<file path="src/rtl/core/fcw_pkg.sv">
// types, codes and constants of the cluster chain walker
package fcw_pkg;

    // field widths
    localparam int W_MODE     = 2;
    localparam int W_BYTE     = 8;
    localparam int W_CLUSTER  = 12;
    localparam int W_SIZE     = 32;
    localparam int W_BPS      = 13;
    localparam int W_DBS      = 16;
    localparam int W_IDX      = 13;
    localparam int W_ROW      = 2 * W_CLUSTER;
    localparam int W_CFG_IDX  = 1;
    localparam int W_CFG_DATA = 16;

    localparam int FAT_ENTRIES_DEF = 4096;
    localparam int Q_DEPTH         = 2;

    localparam logic [W_CLUSTER-1:0] END_MARK  = 12'hFF7;
    localparam logic [W_CLUSTER-1:0] FAT_BLANK = 12'hFFF;
    localparam logic [W_BPS-1:0]     BPS_RESET = 13'd512;
    localparam logic [W_DBS-1:0]     DBS_RESET = 16'd31;

    // request modes
    localparam logic [W_MODE-1:0] MODE_LOAD  = 2'd0;
    localparam logic [W_MODE-1:0] MODE_START = 2'd1;
    localparam logic [W_MODE-1:0] MODE_STEP  = 2'd2;

    // queued operations
    typedef logic [1:0] t_op;
    localparam t_op OP_LOAD  = 2'd0;
    localparam t_op OP_START = 2'd1;
    localparam t_op OP_STEP  = 2'd2;

    // configuration register indexes
    localparam logic [W_CFG_IDX-1:0] CFG_BPS = 1'd0;
    localparam logic [W_CFG_IDX-1:0] CFG_DBS = 1'd1;

    typedef struct packed {
        t_op                  op;
        logic [W_BYTE-1:0]    fat_byte;
        logic [W_CLUSTER-1:0] first_cluster;
        logic [W_SIZE-1:0]    file_size;
    } t_cmd;

    typedef struct packed {
        logic valid;
        t_cmd cmd;
    } t_head;

    typedef struct packed {
        logic [W_BPS-1:0] bps;
        logic [W_DBS-1:0] dbs;
    } t_cfg;

    typedef struct packed {
        logic                 status;
        logic [W_SIZE-1:0]    image_offset;
        logic [W_BPS-1:0]     copy_count;
        logic [W_SIZE-1:0]    file_offset;
        logic [W_CLUSTER-1:0] cluster;
        logic                 last;
    } t_rsp;

endpackage

</file>
<file path="src/rtl/core/fcw_if.sv">
// request and result channel interfaces
interface fcw_req_if import fcw_pkg::*; ();
    logic                 valid;
    logic                 ready;
    logic [W_MODE-1:0]    mode;
    logic [W_BYTE-1:0]    fat_byte;
    logic [W_CLUSTER-1:0] first_cluster;
    logic [W_SIZE-1:0]    file_size;

    modport source (output valid, mode, fat_byte, first_cluster, file_size, input ready);
    modport sink   (input valid, mode, fat_byte, first_cluster, file_size, output ready);
endinterface


</file>
<file path="src/rtl/core/fcw_front.sv">
// request intake: mode decode and two-entry command queue
module fcw_front import fcw_pkg::*; (
    input  logic        i_clk,
    input  logic        i_rst_n,
    fcw_req_if.sink     i_req,
    input  logic        i_pop,
    output t_head       o_head
);
    localparam int PW = $clog2(Q_DEPTH);
    localparam int CW = $clog2(Q_DEPTH + 1);

    t_cmd          r_q [Q_DEPTH];
    logic [PW-1:0] r_wr, n_wr;
    logic [PW-1:0] r_rd, n_rd;
    logic [CW-1:0] r_cnt, n_cnt;
    logic          keep;
    t_op           op;
    logic          push;

    always_comb begin
        keep = 1'b1;
        op   = OP_LOAD;
        unique case (i_req.mode)
            MODE_LOAD:  op = OP_LOAD;
            MODE_START: op = OP_START;
            MODE_STEP:  op = OP_STEP;
            default:    keep = 1'b0;   // unused mode is dropped
        endcase
    end

    assign i_req.ready = (r_cnt != CW'(Q_DEPTH));
    assign push        = i_req.valid & i_req.ready & keep;

    always_comb begin
        n_wr  = r_wr;
        n_rd  = r_rd;
        n_cnt = r_cnt;
        if (push) begin
            n_wr = (r_wr == PW'(Q_DEPTH - 1)) ? '0 : r_wr + 1'b1;
        end
        if (i_pop) begin
            n_rd = (r_rd == PW'(Q_DEPTH - 1)) ? '0 : r_rd + 1'b1;
        end
        case ({push, i_pop})
            2'b10:   n_cnt = r_cnt + 1'b1;
            2'b01:   n_cnt = r_cnt - 1'b1;
            default: n_cnt = r_cnt;
        endcase
    end

    always_ff @(posedge i_clk) begin
        if (!i_rst_n) begin
            r_wr  <= '0;
            r_rd  <= '0;
            r_cnt <= '0;
        end else begin
            r_wr  <= n_wr;
            r_rd  <= n_rd;
            r_cnt <= n_cnt;
        end
        if (push) begin
            r_q[r_wr] <= '{op:            op,
                           fat_byte:      i_req.fat_byte,
                           first_cluster: i_req.first_cluster,
                           file_size:     i_req.file_size};
        end
    end

    assign o_head.valid = (r_cnt != '0);
    assign o_head.cmd   = r_q[r_rd];
endmodule

</file>
<file path="src/flat_wrapper.sv">
// flat-port wrapper written by rule: the top's interface ports become plain ports
module fcw_front_flat import fcw_pkg::*;
  (i_clk, i_rst_n, i_pop, o_head, i_req_valid, i_req_mode, i_req_fat_byte, i_req_first_cluster, i_req_file_size, i_req_ready);
  fcw_req_if i_req_i ();
  input  logic i_clk;
  input  logic i_rst_n;
  input  logic i_pop;
  output t_head o_head;
  input wire logic [$bits(i_req_i.valid)-1:0] i_req_valid;
  input wire logic [$bits(i_req_i.mode)-1:0] i_req_mode;
  input wire logic [$bits(i_req_i.fat_byte)-1:0] i_req_fat_byte;
  input wire logic [$bits(i_req_i.first_cluster)-1:0] i_req_first_cluster;
  input wire logic [$bits(i_req_i.file_size)-1:0] i_req_file_size;
  output wire logic [$bits(i_req_i.ready)-1:0] i_req_ready;
  assign i_req_i.valid = i_req_valid;
  assign i_req_i.mode = i_req_mode;
  assign i_req_i.fat_byte = i_req_fat_byte;
  assign i_req_i.first_cluster = i_req_first_cluster;
  assign i_req_i.file_size = i_req_file_size;
  assign i_req_ready = i_req_i.ready;
  fcw_front u_core (.i_clk(i_clk), .i_rst_n(i_rst_n), .i_req(i_req_i), .i_pop(i_pop), .o_head(o_head));
endmodule
</file>
<file path="config.mk">
export PLATFORM = sky130hd
export DESIGN_NAME = fcw_front_flat
export DESIGN_NICKNAME = d
export VERILOG_FILES = /design/src/rtl/core/fcw_pkg.sv /design/src/rtl/core/fcw_if.sv /design/src/rtl/core/fcw_front.sv /design/src/flat_wrapper.sv
export SDC_FILE = /design/constraint.sdc
export NUM_CORES = 1
export LEC_CHECK = 0
export BUFFER_PORTS_ARGS = -buffer_cell sky130_fd_sc_hd__buf_4
export CAP_MARGIN = 0
export CORE_MARGIN = 2
export CORE_UTILIZATION = 51
export CTS_CLUSTER_DIAMETER = 60
export DETAILED_ROUTE_END_ITERATION = 6
export PLACE_DENSITY = 0.78
export SETUP_SLACK_MARGIN = 0.3
export SLEW_MARGIN = 20
export SYNTH_ARGS = -nofsm -noshare
export SYNTH_HDL_FRONTEND = slang
export SYNTH_SLANG_ARGS = --single-unit
export TNS_END_PERCENT = 30
</file>
<file path="constraint.sdc">
create_clock -name i_clk -period 4.41 [get_ports i_clk]
set_input_delay 0.2205 -clock i_clk [delete_from_list [all_inputs] [get_ports i_clk]]
set_output_delay 0.2205 -clock i_clk [all_outputs]
set_load 0.02 [all_outputs]
</file>
# Word-level counts from Yosys, hierarchy flattened

Memory sizes are Yosys's and may differ from the RTL's. A register that Yosys moved wholly into a read port is not among the register bits.
Cells that the tools add are included.

Flip-flop bits (word level): 4
RAM bits: 108
Input bits: 58
Output and inout bits: 56
Word-level logic and storage cells: 28
Memories kept: 1

Add/sub/neg operators: 4
Eq/ne operators: 5
Muxes and demuxes: 9
Bitwise logic cells: 2
Reduce and logical (&&, ||, !) cells: 4

Memories:

| name       | words | bits a word | rd ports | clocked after Yosys merged registers in | write ports | line            | source |
|---|---|---|---|---|---|---|---|
| u_core.r_q | 2     | 54          | 1        | 1                                       | 1           | fcw_front.sv:12 | `t_cmd r_q [Q_DEPTH];` |

Operators with widths:

| cell                                                                  | count |
|---|---|
| 2-bit case mux with 2 select lines                                    | 2 |
| 1-bit two-way mux                                                     | 7 |
| 2-bit by 1-bit equality test with 1-bit output, second input constant | 2 |
| 2-bit equality test, second input constant                            | 2 |
| 2-bit nonzero test                                                    | 2 |
| 3-bit OR reduction                                                    | 1 |
| 1-bit adder, second input constant                                    | 2 |
| 2-bit by 1-bit adder with 2-bit output, second input constant         | 1 |
| 1-bit bitwise AND                                                     | 2 |
| 2-bit logical NOT                                                     | 1 |
| 2-bit inequality test, second input constant                          | 1 |
| 2-bit by 1-bit subtractor with 2-bit output, second input constant    | 1 |

# Logic depth before layout (Yosys ltp)

Gate-level depths: netlist of run 1.

Depth after elaboration: 6
Depth in mapped cells: 6
Gate-level depth less buffers: 6

# Least setup slack after synthesis of run 1

Ideal clock, no wire load.

Path type: register -> register
Start point: reg u_core.r_cnt[0]
End point: mem u_core.r_q[0][0] (netlist name) (enable)
Library setup time: 0.466 ns
Arrival: 3.022 ns
Path slack: 0.922 ns
Stages on the path, launching flop included: 4
Period minus slack after synthesis: 3.488 ns
Path through: dfxtp_1 -> nand2b_2 -> nand3_1 -> nor2_1

Longest elaborated chain between the ends: 5

Ends and longest elaborated chain:

| item                                    | line               | source |
|---|---|---|
| start: declaration                      | fcw_front.sv:15    | `logic [CW-1:0] r_cnt, n_cnt;` |
| start signal: assignment                | fcw_front.sv:59    | `r_cnt <= n_cnt;` |
| 2-bit inequality test                   | fcw_front.sv:31    | `assign i_req.ready = (r_cnt != CW'(Q_DEPTH));` |
| named net i_req_ready                   | flat_wrapper.sv:14 | `output wire logic [$bits(i_req_i.ready)-1:0] i_req_ready;` |
| 1-bit bitwise AND (2 in series)         | fcw_front.sv:32    | `assign push = i_req.valid & i_req.ready & keep;` |
| 1-bit two-way mux                       | fcw_front.sv:61    | `if (push) begin` |
| 1-bit two-way mux (implied by the code) | fcw_front.sv:62    | `r_q[r_wr] <= '{op: op,` |
| end: declaration                        | fcw_front.sv:12    |  |

The timed path passes the listed nets, and every way through them passes these cells.

# Worst setup path after layout of run 1

Start point: reg u_core.r_cnt[0]
End point: mem u_core.r_q[0][1] (netlist name) (enable)

Longest elaborated chain between the ends: 5

Ends and longest elaborated chain:

| item                                    | line |
|---|---|
| 2-bit inequality test                   | fcw_front.sv:31 |
| 1-bit bitwise AND (2 in series)         | fcw_front.sv:32 |
| 1-bit two-way mux                       | fcw_front.sv:61 |
| 1-bit two-way mux (implied by the code) | fcw_front.sv:62 |

Every way passes these cells.

==> results of run 1 <==
sequential cells by signal, indices dropped and copies added, names as in the netlist, named ones only:
name and flops:
u_core.r_q 108, u_core.r_cnt 2, u_core.r_wr 1, u_core.r_rd 1
final timing paths:
| kind | startpoint | endpoint | slack [ns] | depth (start not counted) |
|---|---|---|---|---|
| setup / recovery | u_core.r_cnt[0]$_SDFFE_PN0P_ | u_core.r_q[0][1]$_DFFE_PP_ | 1.94 | 4 |
| hold / removal | i_req_mode[1] | u_core.r_q[1][52]$_DFFE_PP_ | 0.04 | 2 |
| setup reg to reg | u_core.r_cnt[0]$_SDFFE_PN0P_ | u_core.r_q[0][1]$_DFFE_PP_ | 1.94 | 4 |
| hold reg to reg | u_core.r_cnt[1]$_SDFFE_PN0P_ | u_core.r_cnt[1]$_SDFFE_PN0P_ | 0.54 | 2 |
power by group:
part	internal [mW]	leakage [nW]	switching (mW)
registers	1.28	1.04	0.0268
clock network	0.904	0.294	0.452
logic	0.228	1.06	0.243
total	2.41	2.39	0.722
kinds of logic after synthesis:
family / Yosys count / share of synthesized area (%)
adder cells (fa/ha/maj): 1 / 0.303
multiplexers: 55 / 14.9
flip-flops: 113 / 80.8
AND/OR/NAND/NOR: 14 / 1.85
buffers and inverters: 7 / 1.12
XOR/XNOR: 3 / 0.636
AO/OA/AOI/OAI: 2 / 0.303
metrics by stage:
| step | total power, mW | cells | setup slack, ns | cell area, um^2 | hold slack, ns |
|---|---|---|---|---|---|
| 2_1_floorplan | 1.56 | 195 | 0.922 | 4140 | 0.319 |
| 6_report | 3.13 | 496 | 1.94 | 6260 | 0.0409 |
| 3_3_place_gp | 1.73 | 407 | 2.02 | 5110 | 0.407 |
| 3_5_place_dp | 1.74 | 407 | 1.95 | 5110 | 0.409 |
| 4_1_cts | 3.12 | 493 | 1.91 | 6240 | 0.0109 |
| 5_1_grt | 3.23 | 495 | 1.74 | 6260 | 0.0221 |
layout make-up:
class	instances	area share, %
Clock buffer	18	6.67
Antenna cell	2	0.0799
Multi-Input combinational cell	75	12.2
Sequential cell	113	53.4
Tap cell	102	2.04
Timing Repair Buffer	171	22.9
Inverter	1	0.0600
Clock inverter	14	2.72
cell usage after synthesis:
cell type  instances  area share, %
nor2_1             2           0.18
buf_2              1           0.12
edfxtp_1         108             78
inv_1              1          0.091
mux2_2            54             15
nand3_1            1           0.12
or2_2              1           0.15
o21ai_0            1           0.12
ha_1               1           0.30
xnor2_1            2           0.42
a21boi_1           1           0.18
xor2_1             1           0.21
mux2i_1            1           0.24
buf_4              5           0.91
nand2_1            3           0.27
nand2b_2           1           0.21
nor2b_1            2           0.30
dfxtp_1            5            2.4
or3_1              1           0.15
and2_1             3           0.45
per-layer routing:
layer / routed length (um) / part of all wire [%] / up-vias
li1: - / - / 1134
met1: 3840 / 41 / 1253
met2: 4640 / 50 / 115
met3: 558 / 6.0 / 24
met4: 257 / 2.8 / 0
met5: 0 / 0 / -
==> run summary, run 1 <==
The clock period minus worst slack was 2.47 ns. The vias per cell was 5.09. Type of the setup path with the least slack: reg -> reg. Once the floorplan was initialized, standard cells occupied 53.0% of the core. In this run the static leakage power is 2.39 nW. The average detailed-routed wire length per instance works out to 18.7 um. Leaving out fill and tap cells, the most frequent cell in the layout is buf_4. The tightest slew margin relative to the limit is 30.1%. TritonCTS built the clock tree. The combined buffer and inverter count along the critical path works out to 1. For the via count of the first global-routing pass, the log shows 2625. The number of setup buffers added after CTS is 0.

During I/O placement, the number of pins put on the boundary was 114. The count of different cell masters after synthesis was 20. The worst-case IR drop observed on VDD is 0.337 mV. Class of the tightest hold or removal check: in -> reg. Entering global routing, the biggest net connects 55 pins.

The Yosys step of the flow raised 0 warnings. In the final layout, the share of cells above drive strength 1 is 52.0%. When the netlist entered floorplanning its net count stood at 254. The run gives 17 as the number of buffers added by the clock tree synthesis step. The slowest stage of the critical path belongs to the cell nor2_4. The total routing usage reported by global routing was 22.0%.

In this run the worst path has a maximum fanout of 35. Detailed routing inserted a total of 2526 vias. Summed over all failing endpoints, the final setup total negative slack is 0 ns.

After clock tree synthesis, the repair step resized 0 gates. The area used by multi-input combinational logic is 761 um^2. For the worst setup path, the data required time is 4.58 ns.

Summing every instance area after synthesis gives 4140 um^2. The first-pass iteration count of the detailed router was 4; the placer congestion estimate was 0.702. Relative to the synthesized area, the layout overhead comes to 51.4%.

Number of remaining DRC errors: 0. Among cell families on the critical path, the largest total delay comes from simple AND/OR/NAND/NOR gates. The share of the clock period used by the worst path after layout is 56.1%, and the final cell utilization of the core is 80.2%.

For the worst-skew pair, the clock arrives at the later sink with an insertion delay of 0.51 ns. The tools report the setup violation total in the final timing report as 0. Global routing used 34.8% of the available met2 tracks. Clock-pin slew was measured on the worst setup and hold paths at 0.05 ns.

The area of the die was 8840 um^2. Fill cells in the final layout number 402. The core region is 7810 um^2.

The number of max-capacitance violations reported was 0. Synthesized flop and latch total: 113. The run gives 4990 um as the post-detailed-placement half-perimeter wirelength. The overall die height was 94.0 um. The largest stage delay on the critical path came out at 0.88 ns. The first global-routing pass estimated 13600 um of wire. Final count of hold timing violations: 0.

Clock skew on the completed layout was measured at 0.0134 ns. After floorplanning, the core was divided into 32 placement rows. Buffers placed on the I/O ports in this run total 113. The run gives 438 as the total number of nets in the final design. The clock root buffer is clkbuf_8. The number of pins with negative max-slew slack in the final report is 0.

The post-synthesis cell count came out at 195. The clock drives 113 sinks. In this run, the number of DRC markers left after iteration 0 of detailed routing was 187. At the pin with the least slew margin, the transition time is 1.05 ns.

For this design the ratio of total power to cell area is 500 nW/um^2. Final wirelength: 9300 um. Traced cell by cell, the critical path runs through nand2b_2 > nand3_1 > nor2_4 > buf_4. The maximum clock rate is 404 MHz, and the fraction of the yosys area taken by sequential cells is 80.8%.

The top cell types in the final layout, fill and taps aside, are 116 x buf_4, 108 x edfxtp_1, 54 x mux2_2, 54 x dlygate4sd3_1, 16 x clkbuf_16. The run finished with clean final reports. The average cell area after synthesis works out to 21.2 um^2.

The global-route layer with the greatest usage was met2. Setup repair after global routing left no endpoint under its margin. The sequential cells in the finished layout cover a total of 3340 um^2. Remaining antenna violation count: 0. The remaining global-route overflow was 0; the maximum number of buffers from clock root to sink was 2. The number of hold buffers added after CTS was 54. Global routing used 27.1% of the available met1 tracks. Data on the critical path arrives at its endpoint at 2.65 ns. Initial antenna violation count: 2. The kind of launch point of the worst setup path is a register.

The width of the die was 94.0 um; the global-route track usage on met3 was 6.66%. The type of destination of the critical path is a register. The count of H-tree levels built during CTS was 4.
(Power assumes the default switching activity.)
==> inputs of run 2 (changes only) <==
--- a/config.mk
+++ b/config.mk
@@ -8,10 +8,10 @@
 export BUFFER_PORTS_ARGS = -buffer_cell sky130_fd_sc_hd__buf_4
 export CAP_MARGIN = 0
 export CORE_MARGIN = 2
-export CORE_UTILIZATION = 51
+export CORE_UTILIZATION = 46
 export CTS_CLUSTER_DIAMETER = 60
 export DETAILED_ROUTE_END_ITERATION = 6
-export PLACE_DENSITY = 0.78
+export PLACE_DENSITY = 0.74
 export SETUP_SLACK_MARGIN = 0.3
 export SLEW_MARGIN = 20
 export SYNTH_ARGS = -nofsm -noshare
==> constraint.sdc (replaced) <==
create_clock -name i_clk -period 2 [get_ports i_clk]
set_input_delay 0.1 -clock i_clk [delete_from_list [all_inputs] [get_ports i_clk]]
set_output_delay 0.1 -clock i_clk [all_outputs]
set_load 0.02 [all_outputs]
==> run 2 against run 1 <==
Against the previous run:
- critical path depth fell by 1
- combinational power rose by 130%
- worst hold slack improved by 0.28 ns
- first-iteration DRC count fell by 56%
- largest cell class unchanged
- highest routed layer unchanged
==> run summary, run 2 (synthesis results as in run 1) <==
The number of flip-flops under the largest register name was 108 (unchanged). The largest fanout of any net on the critical path works out to 13 (was 35). The largest stage delay on the critical path came out at 0.41 ns (was 0.88 ns). The growth of design area from synthesis to finish works out to 54.6% (was 51.4%).

The run gives 1.52 mW (was 722 uW) as the switching power of the nets. The tools report the number of cell rows as 34 (was 32). The clock-pin slew of the registers on the worst-case setup and hold paths is 0.05 ns (about the same). Setup repair after global routing could not meet its margin everywhere. The final wirelength came out at 8110 um (was 9300 um).

First-pass iteration count of the detailed router: 4 (unchanged). The via count of the first global-routing pass is 2647 (was 2625). The run gives 0.678 (was 0.702) as the placer congestion estimate.

The tools report the endpoint required time on the critical path as 1.90 ns (was 4.58 ns). The area of placed instances is 5160 um^2 (was 5110 um^2). Critical Path, Cell by Cell: clkbuf_16 > mux2_2 > buf_4 (was nand2b_2 > nand3_1 > nor2_4 > buf_4).

Worst-path cell with the longest stage delay: dfxtp_4 (was nor2_4). The tools report the final sum of negative setup slack as 0 ns (unchanged). The core box area is 8720 um^2 (was 7810 um^2), and the tightest slew margin relative to the limit is 75.0% (was 30.1%). The count of input and output buffers came out at 113 (unchanged). Leading cell types in the layout, fill and taps excluded: 117 x buf_4, 108 x edfxtp_1, 59 x dlygate4sd3_1 (was 116 x buf_4, 108 x edfxtp_1, 54 x mux2_2, 54 x dlygate4sd3_1, 16 x clkbuf_16). The transition time of the tightest slew-check pin came out at 0.374 ns (was 1.05 ns).

Static timing analysis puts the maximum clock frequency at 586 MHz. The run gives 0 (was 2) as the number of antenna repair diodes. The run gives 0 (unchanged) as the remaining antenna violation count. Total power divided by cell area: 1060 nW/um^2 (was 500 nW/um^2).

The run gives 6.76 mW (was 3.13 mW) as the overall power of the completed layout. Worst endpoint data arrival time: 1.61 ns (was 2.65 ns). I/O pin count: 114 (unchanged). Share of the clock period used by the worst path after layout: 85.3%. Biggest regs: u_core.r_q: 108 flops, u_core.r_cnt: 2 flops (unchanged). The setup slack at placement was 0.472 ns (was 1.95 ns); the area of the die was 9760 um^2 (was 8840 um^2). The final worst slack was 0.294 ns (was 1.94 ns); the count of filler cells inserted in the layout was 516 (was 402). The logs give 0 (unchanged) for the number of pins with negative max-slew slack in the final report and 42.5% (was 41.6%) for the part of the power in registers. The tools report the latest clock arrival within the worst-skew pair as 0.50 ns (was 0.51 ns). The register with the most flip-flops was u_core.r_q (unchanged).

The clock root buffer is clkbuf_8 (unchanged). The post-route worst hold slack is 0.323 ns (was 0.0409 ns), and the largest net degree at the start of global routing is 29 (was 55). The portion of total power attributed to combinational logic was 15.7% (was 15.0%). The class of the tightest hold or removal check is in -> reg (unchanged).

The run gives 416 (was 407) as the count of placed standard cells including taps. The kind of launch point of the worst setup path is a register (unchanged). The total number of nets in the final design came out at 447 (was 438). The starting density of the core is 47.4% (was 53.0%), and the initial antenna violation count is 0 (was 2). The vias per cell was 4.74 (was 5.09); the maximum vdd ir drop was 0.596 mV (was 0.337 mV). The initial DRC count came out at 82 (was 187).

The tools report the type of destination of the critical path as an output pin (was a register). The count of H-tree levels built during CTS is 4 (unchanged), and the cell internal power dissipation is 5.23 mW (was 2.41 mW). The average detailed-routed wire length per instance was 15.9 um (was 18.7 um); the number of max-capacitance violations reported was 0 (unchanged). The tools report the final non-filler cell area as 6390 um^2 (was 6260 um^2). The number of remaining DRC errors was 0 (unchanged); the post-CTS setup buffer count was 0 (unchanged).

The CTS sink count is 113 (unchanged), and the final count of hold timing violations is 0 (unchanged). Width of the die: 98.8 um (was 94.0 um). The remaining global-route overflow was 0 (unchanged); the wire length of the first global-routing pass was 12000 um (was 13600 um). TritonCTS built the clock tree. For the maximum number of buffers from clock root to sink, the log shows 2 (unchanged). Most frequent standard cell in the layout excluding fill and tap cells: buf_4 (unchanged). The switching share of power came out at 22.5% (was 23.1%). The clock period minus worst slack came out at 1.71 ns. The setup violation total in the final timing report came out at 0 (unchanged).

The overall die height is 98.8 um (was 94.0 um), and the standby leakage power is 2.44 nW (was 2.39 nW). For the number of buffers added by the clock tree synthesis step, the log shows 17 (unchanged). The via total after detailed routing is 2415 (was 2526), and the clock network fraction of design power is 41.8% (was 43.3%). For the total routing usage reported by global routing, the log shows 16.4% (was 22.0%).

The type of the setup path with the least slack was reg -> out (was reg -> reg). The logs give 509 (was 496) for the number of non-filler instances in the completed layout and 0.0137 ns (was 0.0134 ns) for the final clock skew. The final cell utilization of the core came out at 73.3% (was 80.2%). The run finished with clean final reports. The share of cells above drive strength 1 came out at 52.4% (was 52.0%).
==> run 2: cell count changes in the layout (fill, tap and decap cells not counted), sizes merged <==
cell / previous run / this run
buf: 117 / 119
bufinv: 4 / 3
clkbuf: 18 / 22
clkinv: 10 / 6
clkinvlp: 0 / 3
diode: 2 / 0
dlygate4sd3: 54 / 59
==> run 2: final timing paths <==
path	from	endpoint	slack, ns	cells past startpoint
worst max-delay path	register	o_head[6]	0.29	3
worst min-delay path	i_req_file_size[5]	u_core.r_q[0][5]$_DFFE_PP_	0.32	2
worst min register to register	u_core.r_wr$_SDFFE_PN0P_	u_core.r_wr$_SDFFE_PN0P_	0.52	2
worst max register to register	u_core.r_cnt[0]$_SDFFE_PN0P_	u_core.r_cnt[1]$_SDFFE_PN0P_	0.45	5
==> run 2: timing repair <==
| item | in CTS | in global routing |
|---|---|---|
| hold buffers | 59 | 0 |
| resized for setup | 6 | 1 |
| cloned | 0 | 2 |
| hold endpoints to repair | 113 | 0 |
| endpoints found under the setup margin | 54 | 54 |
==> run 2: per-layer routing <==
metal	track usage (%)	up-vias	share of wire, %
met5	0	-	0
met4	8.11	0	1.6
met3	5.46	14	5.4
met2	29.2	82	52
met1	17.3	1167	41
li1	-	1152	-
==> run 2: power groups by stage <==
| stage | clock [mW] | sequential, mW | combinational, mW |
|---|---|---|---|
| floorplan | 0 | 2.90 | 0.544 |
| global route | 2.99 | 2.88 | 1.13 |
| finish | 2.82 | 2.87 | 1.06 |
| detailed placement | 0 | 2.91 | 0.940 |
| global placement | 0 | 2.90 | 0.933 |
| CTS | 2.87 | 2.87 | 1.05 |
==> run 2: worst max-delay path: cells and delay by family, from the launching register on <==
family,cells,cell delay [ns]
buffers and inverters,2,0.35
muxes,1,0.34
DFF,1,0.41
==> run 2: final cells by class <==
cell class,instances,area [um^2],area share (%)
Sequential cell,113,3350,52.4
Timing Repair Buffer,180,1560,24.4
Tap cell,108,135,2.11
Inverter,1,3.75,0.0587
Clock inverter,12,141,2.21
Clock buffer,20,425,6.66
Multi-Input combinational cell,75,778,12.2
==> inputs of run 3 (changes only) <==
==> constraint.sdc (replaced) <==
create_clock -name i_clk -period 1.4 [get_ports i_clk]
set_input_delay 0.07 -clock i_clk [delete_from_list [all_inputs] [get_ports i_clk]]
set_output_delay 0.07 -clock i_clk [all_outputs]
set_load 0.02 [all_outputs]
==> run 3 against run 2 <==
Against the previous run:
- the run now ends with negative setup slack left
- wire length is 0.65% lower
- combinational power up 52%
- highest routed layer unchanged
- final area is 1.2% higher
- critical endpoint is now o_head[41]
- worst hold slack got worse by 0.32 ns
==> run summary, run 3 (synthesis results as in run 1) <==
The number of pins with negative max-slew slack in the final report is 0 (unchanged). Critical Path, Cell by Cell: buf_12 > mux2_2 > buf_4 (was clkbuf_16 > mux2_2 > buf_4). The logs give 12400 um (was 12000 um) for the wire length of the first global-routing pass and 34 (unchanged) for the number of cell rows.

The final non-filler cell area was 6470 um^2 (was 6390 um^2); the count of filler cells inserted in the layout was 529 (was 516). The overall power of the completed layout was 9.74 mW (was 6.76 mW). The largest net degree at the start of global routing was 35 (was 29). The count of H-tree levels built during CTS came out at 4 (unchanged). The tools report the via count of the first global-routing pass as 2581 (was 2647). Count of input and output buffers: 113 (unchanged). The worst-path cell with the longest stage delay is dfxtp_4 (unchanged). The latest clock arrival within the worst-skew pair is 0.50 ns (about the same), and the largest fanout of any net on the critical path is 28 (was 13). The average detailed-routed wire length per instance was 15.8 um (was 15.9 um). Starting density of the core: 47.4% (unchanged). Endpoint required time on the critical path: 1.33 ns (was 1.90 ns). The run finished, with violations left. The clock root buffer was clkbuf_8 (unchanged). Class of the tightest hold or removal check: in -> reg (unchanged). The tools report the area of the die as 9760 um^2 (unchanged).

The largest stage delay on the critical path was 0.37 ns (was 0.41 ns); the via total after detailed routing was 2410 (was 2415). The maximum number of buffers from clock root to sink is 2 (unchanged), and the first-pass iteration count of the detailed router is 4 (unchanged). The depth of the worst register-to-register path is 6 (was 5). The routed design could run at a clock period as short as 1.67 ns. The number of flip-flops under the largest register name is 108 (unchanged).

The post-route worst hold slack was 0.00530 ns (was 0.323 ns); the maximum clock rate was 600 MHz. The core box area was 8720 um^2 (unchanged). For the final wirelength, the log shows 8060 um (was 8110 um).

The remaining global-route overflow was 0 (unchanged); the initial antenna violation count was 0 (unchanged). The number of buffers added by the clock tree synthesis step is 17 (unchanged), and the final worst slack is -0.267 ns (was 0.294 ns). The worst path uses 119% of the clock period. The logs give 0 (unchanged) for the post-CTS setup buffer count and 0 (unchanged) for the number of remaining DRC errors. For the area of placed instances, the log shows 5250 um^2 (was 5160 um^2). Setup repair after global routing could not meet its margin everywhere. The tools report the final count of hold timing violations as 0 (unchanged).

The tools report the kind of launch point of the worst setup path as a register (unchanged). The clock-pin slew of the registers on the worst-case setup and hold paths is 0.06 ns (was 0.05 ns), and the overall die height is 98.8 um (unchanged). The maximum vdd ir drop is 1.15 mV (was 0.596 mV).

Transition time of the tightest slew-check pin: 0.276 ns (was 0.374 ns). The tools report the origin of the worst min-delay path as i_req_valid (was i_req_file_size[5]). The initial DRC count was 81 (was 82); the I/O pin count was 114 (unchanged).

The final reports fail on negative setup slack. The tools report the terminating pin of the worst hold path as u_core.r_wr$_SDFFE_PN0P_ (was u_core.r_q[0][5]$_DFFE_PP_). The tools report the total number of nets in the final design as 447 (unchanged). Type of the setup path with the least slack: reg -> out (unchanged). The startpoint of the most critical register-to-register path was u_core.r_cnt[0]$_SDFFE_PN0P_ (unchanged).

The remaining antenna violation count was 0 (unchanged); the growth of design area from synthesis to finish was 56.4% (was 54.6%). Number of max-capacitance violations reported: 0 (unchanged). The register with the most flip-flops was u_core.r_q (unchanged).

The vias per cell was 4.73 (was 4.74). The cell type group with the largest total delay on the critical path is flip-flops (unchanged). The end of the worst register-to-register path was u_core.r_cnt[1]$_SDFFE_PN0P_ (unchanged). TritonCTS built the clock tree. For the CTS sink count, the log shows 113 (unchanged). Leading cell types in the layout, fill and taps excluded: 109 x buf_4, 108 x edfxtp_1, 57 x dlygate4sd3_1 (was 117 x buf_4, 108 x edfxtp_1, 59 x dlygate4sd3_1). The tools report the type of destination of the critical path as an output pin (unchanged).

The combined buffer and inverter count along the critical path works out to 2 (unchanged). Biggest regs: u_core.r_q: 108 flops, u_core.r_cnt: 2 flops (unchanged). The logs give -0.01 ns (was 0.45 ns) for the register-to-register path setup slack and 81.6% (was 75.0%) for the tightest slew margin relative to the limit.

The share of cells above drive strength 1 works out to 54.1% (was 52.4%). The setup violation total in the final timing report was 55 (was 0). The standby leakage power came out at 2.47 nW (was 2.44 nW). The placer congestion estimate came out at 0.716 (was 0.678). Worst endpoint data arrival time: 1.60 ns (was 1.61 ns).

The width of the die was 98.8 um (unchanged); the total routing usage reported by global routing was 17.0% (was 16.4%). The count of cells along the worst hold path is 4 (was 2), and the post-detailed-placement half-perimeter wirelength is 4660 um. The final clock skew was 0.00797 ns (was 0.0137 ns); the total power divided by cell area was 1510 nW/um^2 (was 1060 nW/um^2).

The number of antenna repair diodes was 0 (unchanged). The most frequent standard cell in the layout excluding fill and tap cells was buf_4 (unchanged).
==> run 3: how the worst max path moves through the flow <==
stage	end	start	depth (start not counted)
2_1_floorplan	u_core.r_q[0][0]$_DFFE_PP_	u_core.r_cnt[0]$_SDFFE_PN0P_	3
3_3_place_gp	u_core.r_cnt[1]$_SDFFE_PN0P_	u_core.r_cnt[0]$_SDFFE_PN0P_	5
3_5_place_dp	u_core.r_cnt[1]$_SDFFE_PN0P_	u_core.r_cnt[0]$_SDFFE_PN0P_	5
4_1_cts	o_head[53]	register	3
5_1_grt	o_head[51]	register	3
6_report	o_head[41]	register	3
==> run 3: layout make-up <==
class / count / area (um^2) / area share (%)
Clock buffer: 17 / 414 / 6.40
Clock inverter: 15 / 163 / 2.51
Inverter: 1 / 3.75 / 0.0580
Multi-Input combinational cell: 75 / 803 / 12.4
Sequential cell: 113 / 3350 / 51.8
Tap cell: 108 / 135 / 2.09
Timing Repair Buffer: 180 / 1600 / 24.7
==> run 3: stage by stage <==
stage / TNS (ns) / worst slack [ns] / util, % / std cells
floorplan: -50.16 / -0.475 / - / 195
global route: -17.73 / -0.331 / 74.2 / 509
finish: -13.16 / -0.267 / 74.2 / 509
detailed placement: 0 / 0.00838 / 60.2 / 420
CTS: -14.71 / -0.292 / 73.8 / 509
global placement: 0 / 0.0610 / 60.2 / 420
==> run 3: timing repair <==
action | 4_1_cts | 5_1_grt
resized for setup | 11 | 9
pin swaps | 0 | 1
endpoints found under the hold margin | 113 | 0
setup endpoints to repair | 166 | 166
hold buffers | 57 | 0
cloned | 0 | 0
==> run 3: layer usage <==
layer / global-route usage (%) / vias up / share of wire [%]
met1: 19.2 / 1172 / 41
met4: 6.53 / 0 / 1.0
met3: 6.31 / 9 / 5.0
li1: - / 1154 / -
met2: 29.4 / 75 / 53
met5: 0 / - / 0
==> run 3: where the power goes <==
group | switching (mW) | internal [mW] | total [mW]
Clock | 1.50 | 2.54 | 4.04
Combinational | 0.765 | 0.843 | 1.61
Sequential | 0.0732 | 4.02 | 4.09
==> run 3: worst register-to-register path: stages (launching register included) <==
cell and delay, ns:
dfxtp_2 0.33, nand2b_4 0.13, nand3_4 0.09, ha_1 0.21, xnor2_1 0.13, or3_1 0.30
a21boi_1 0.14
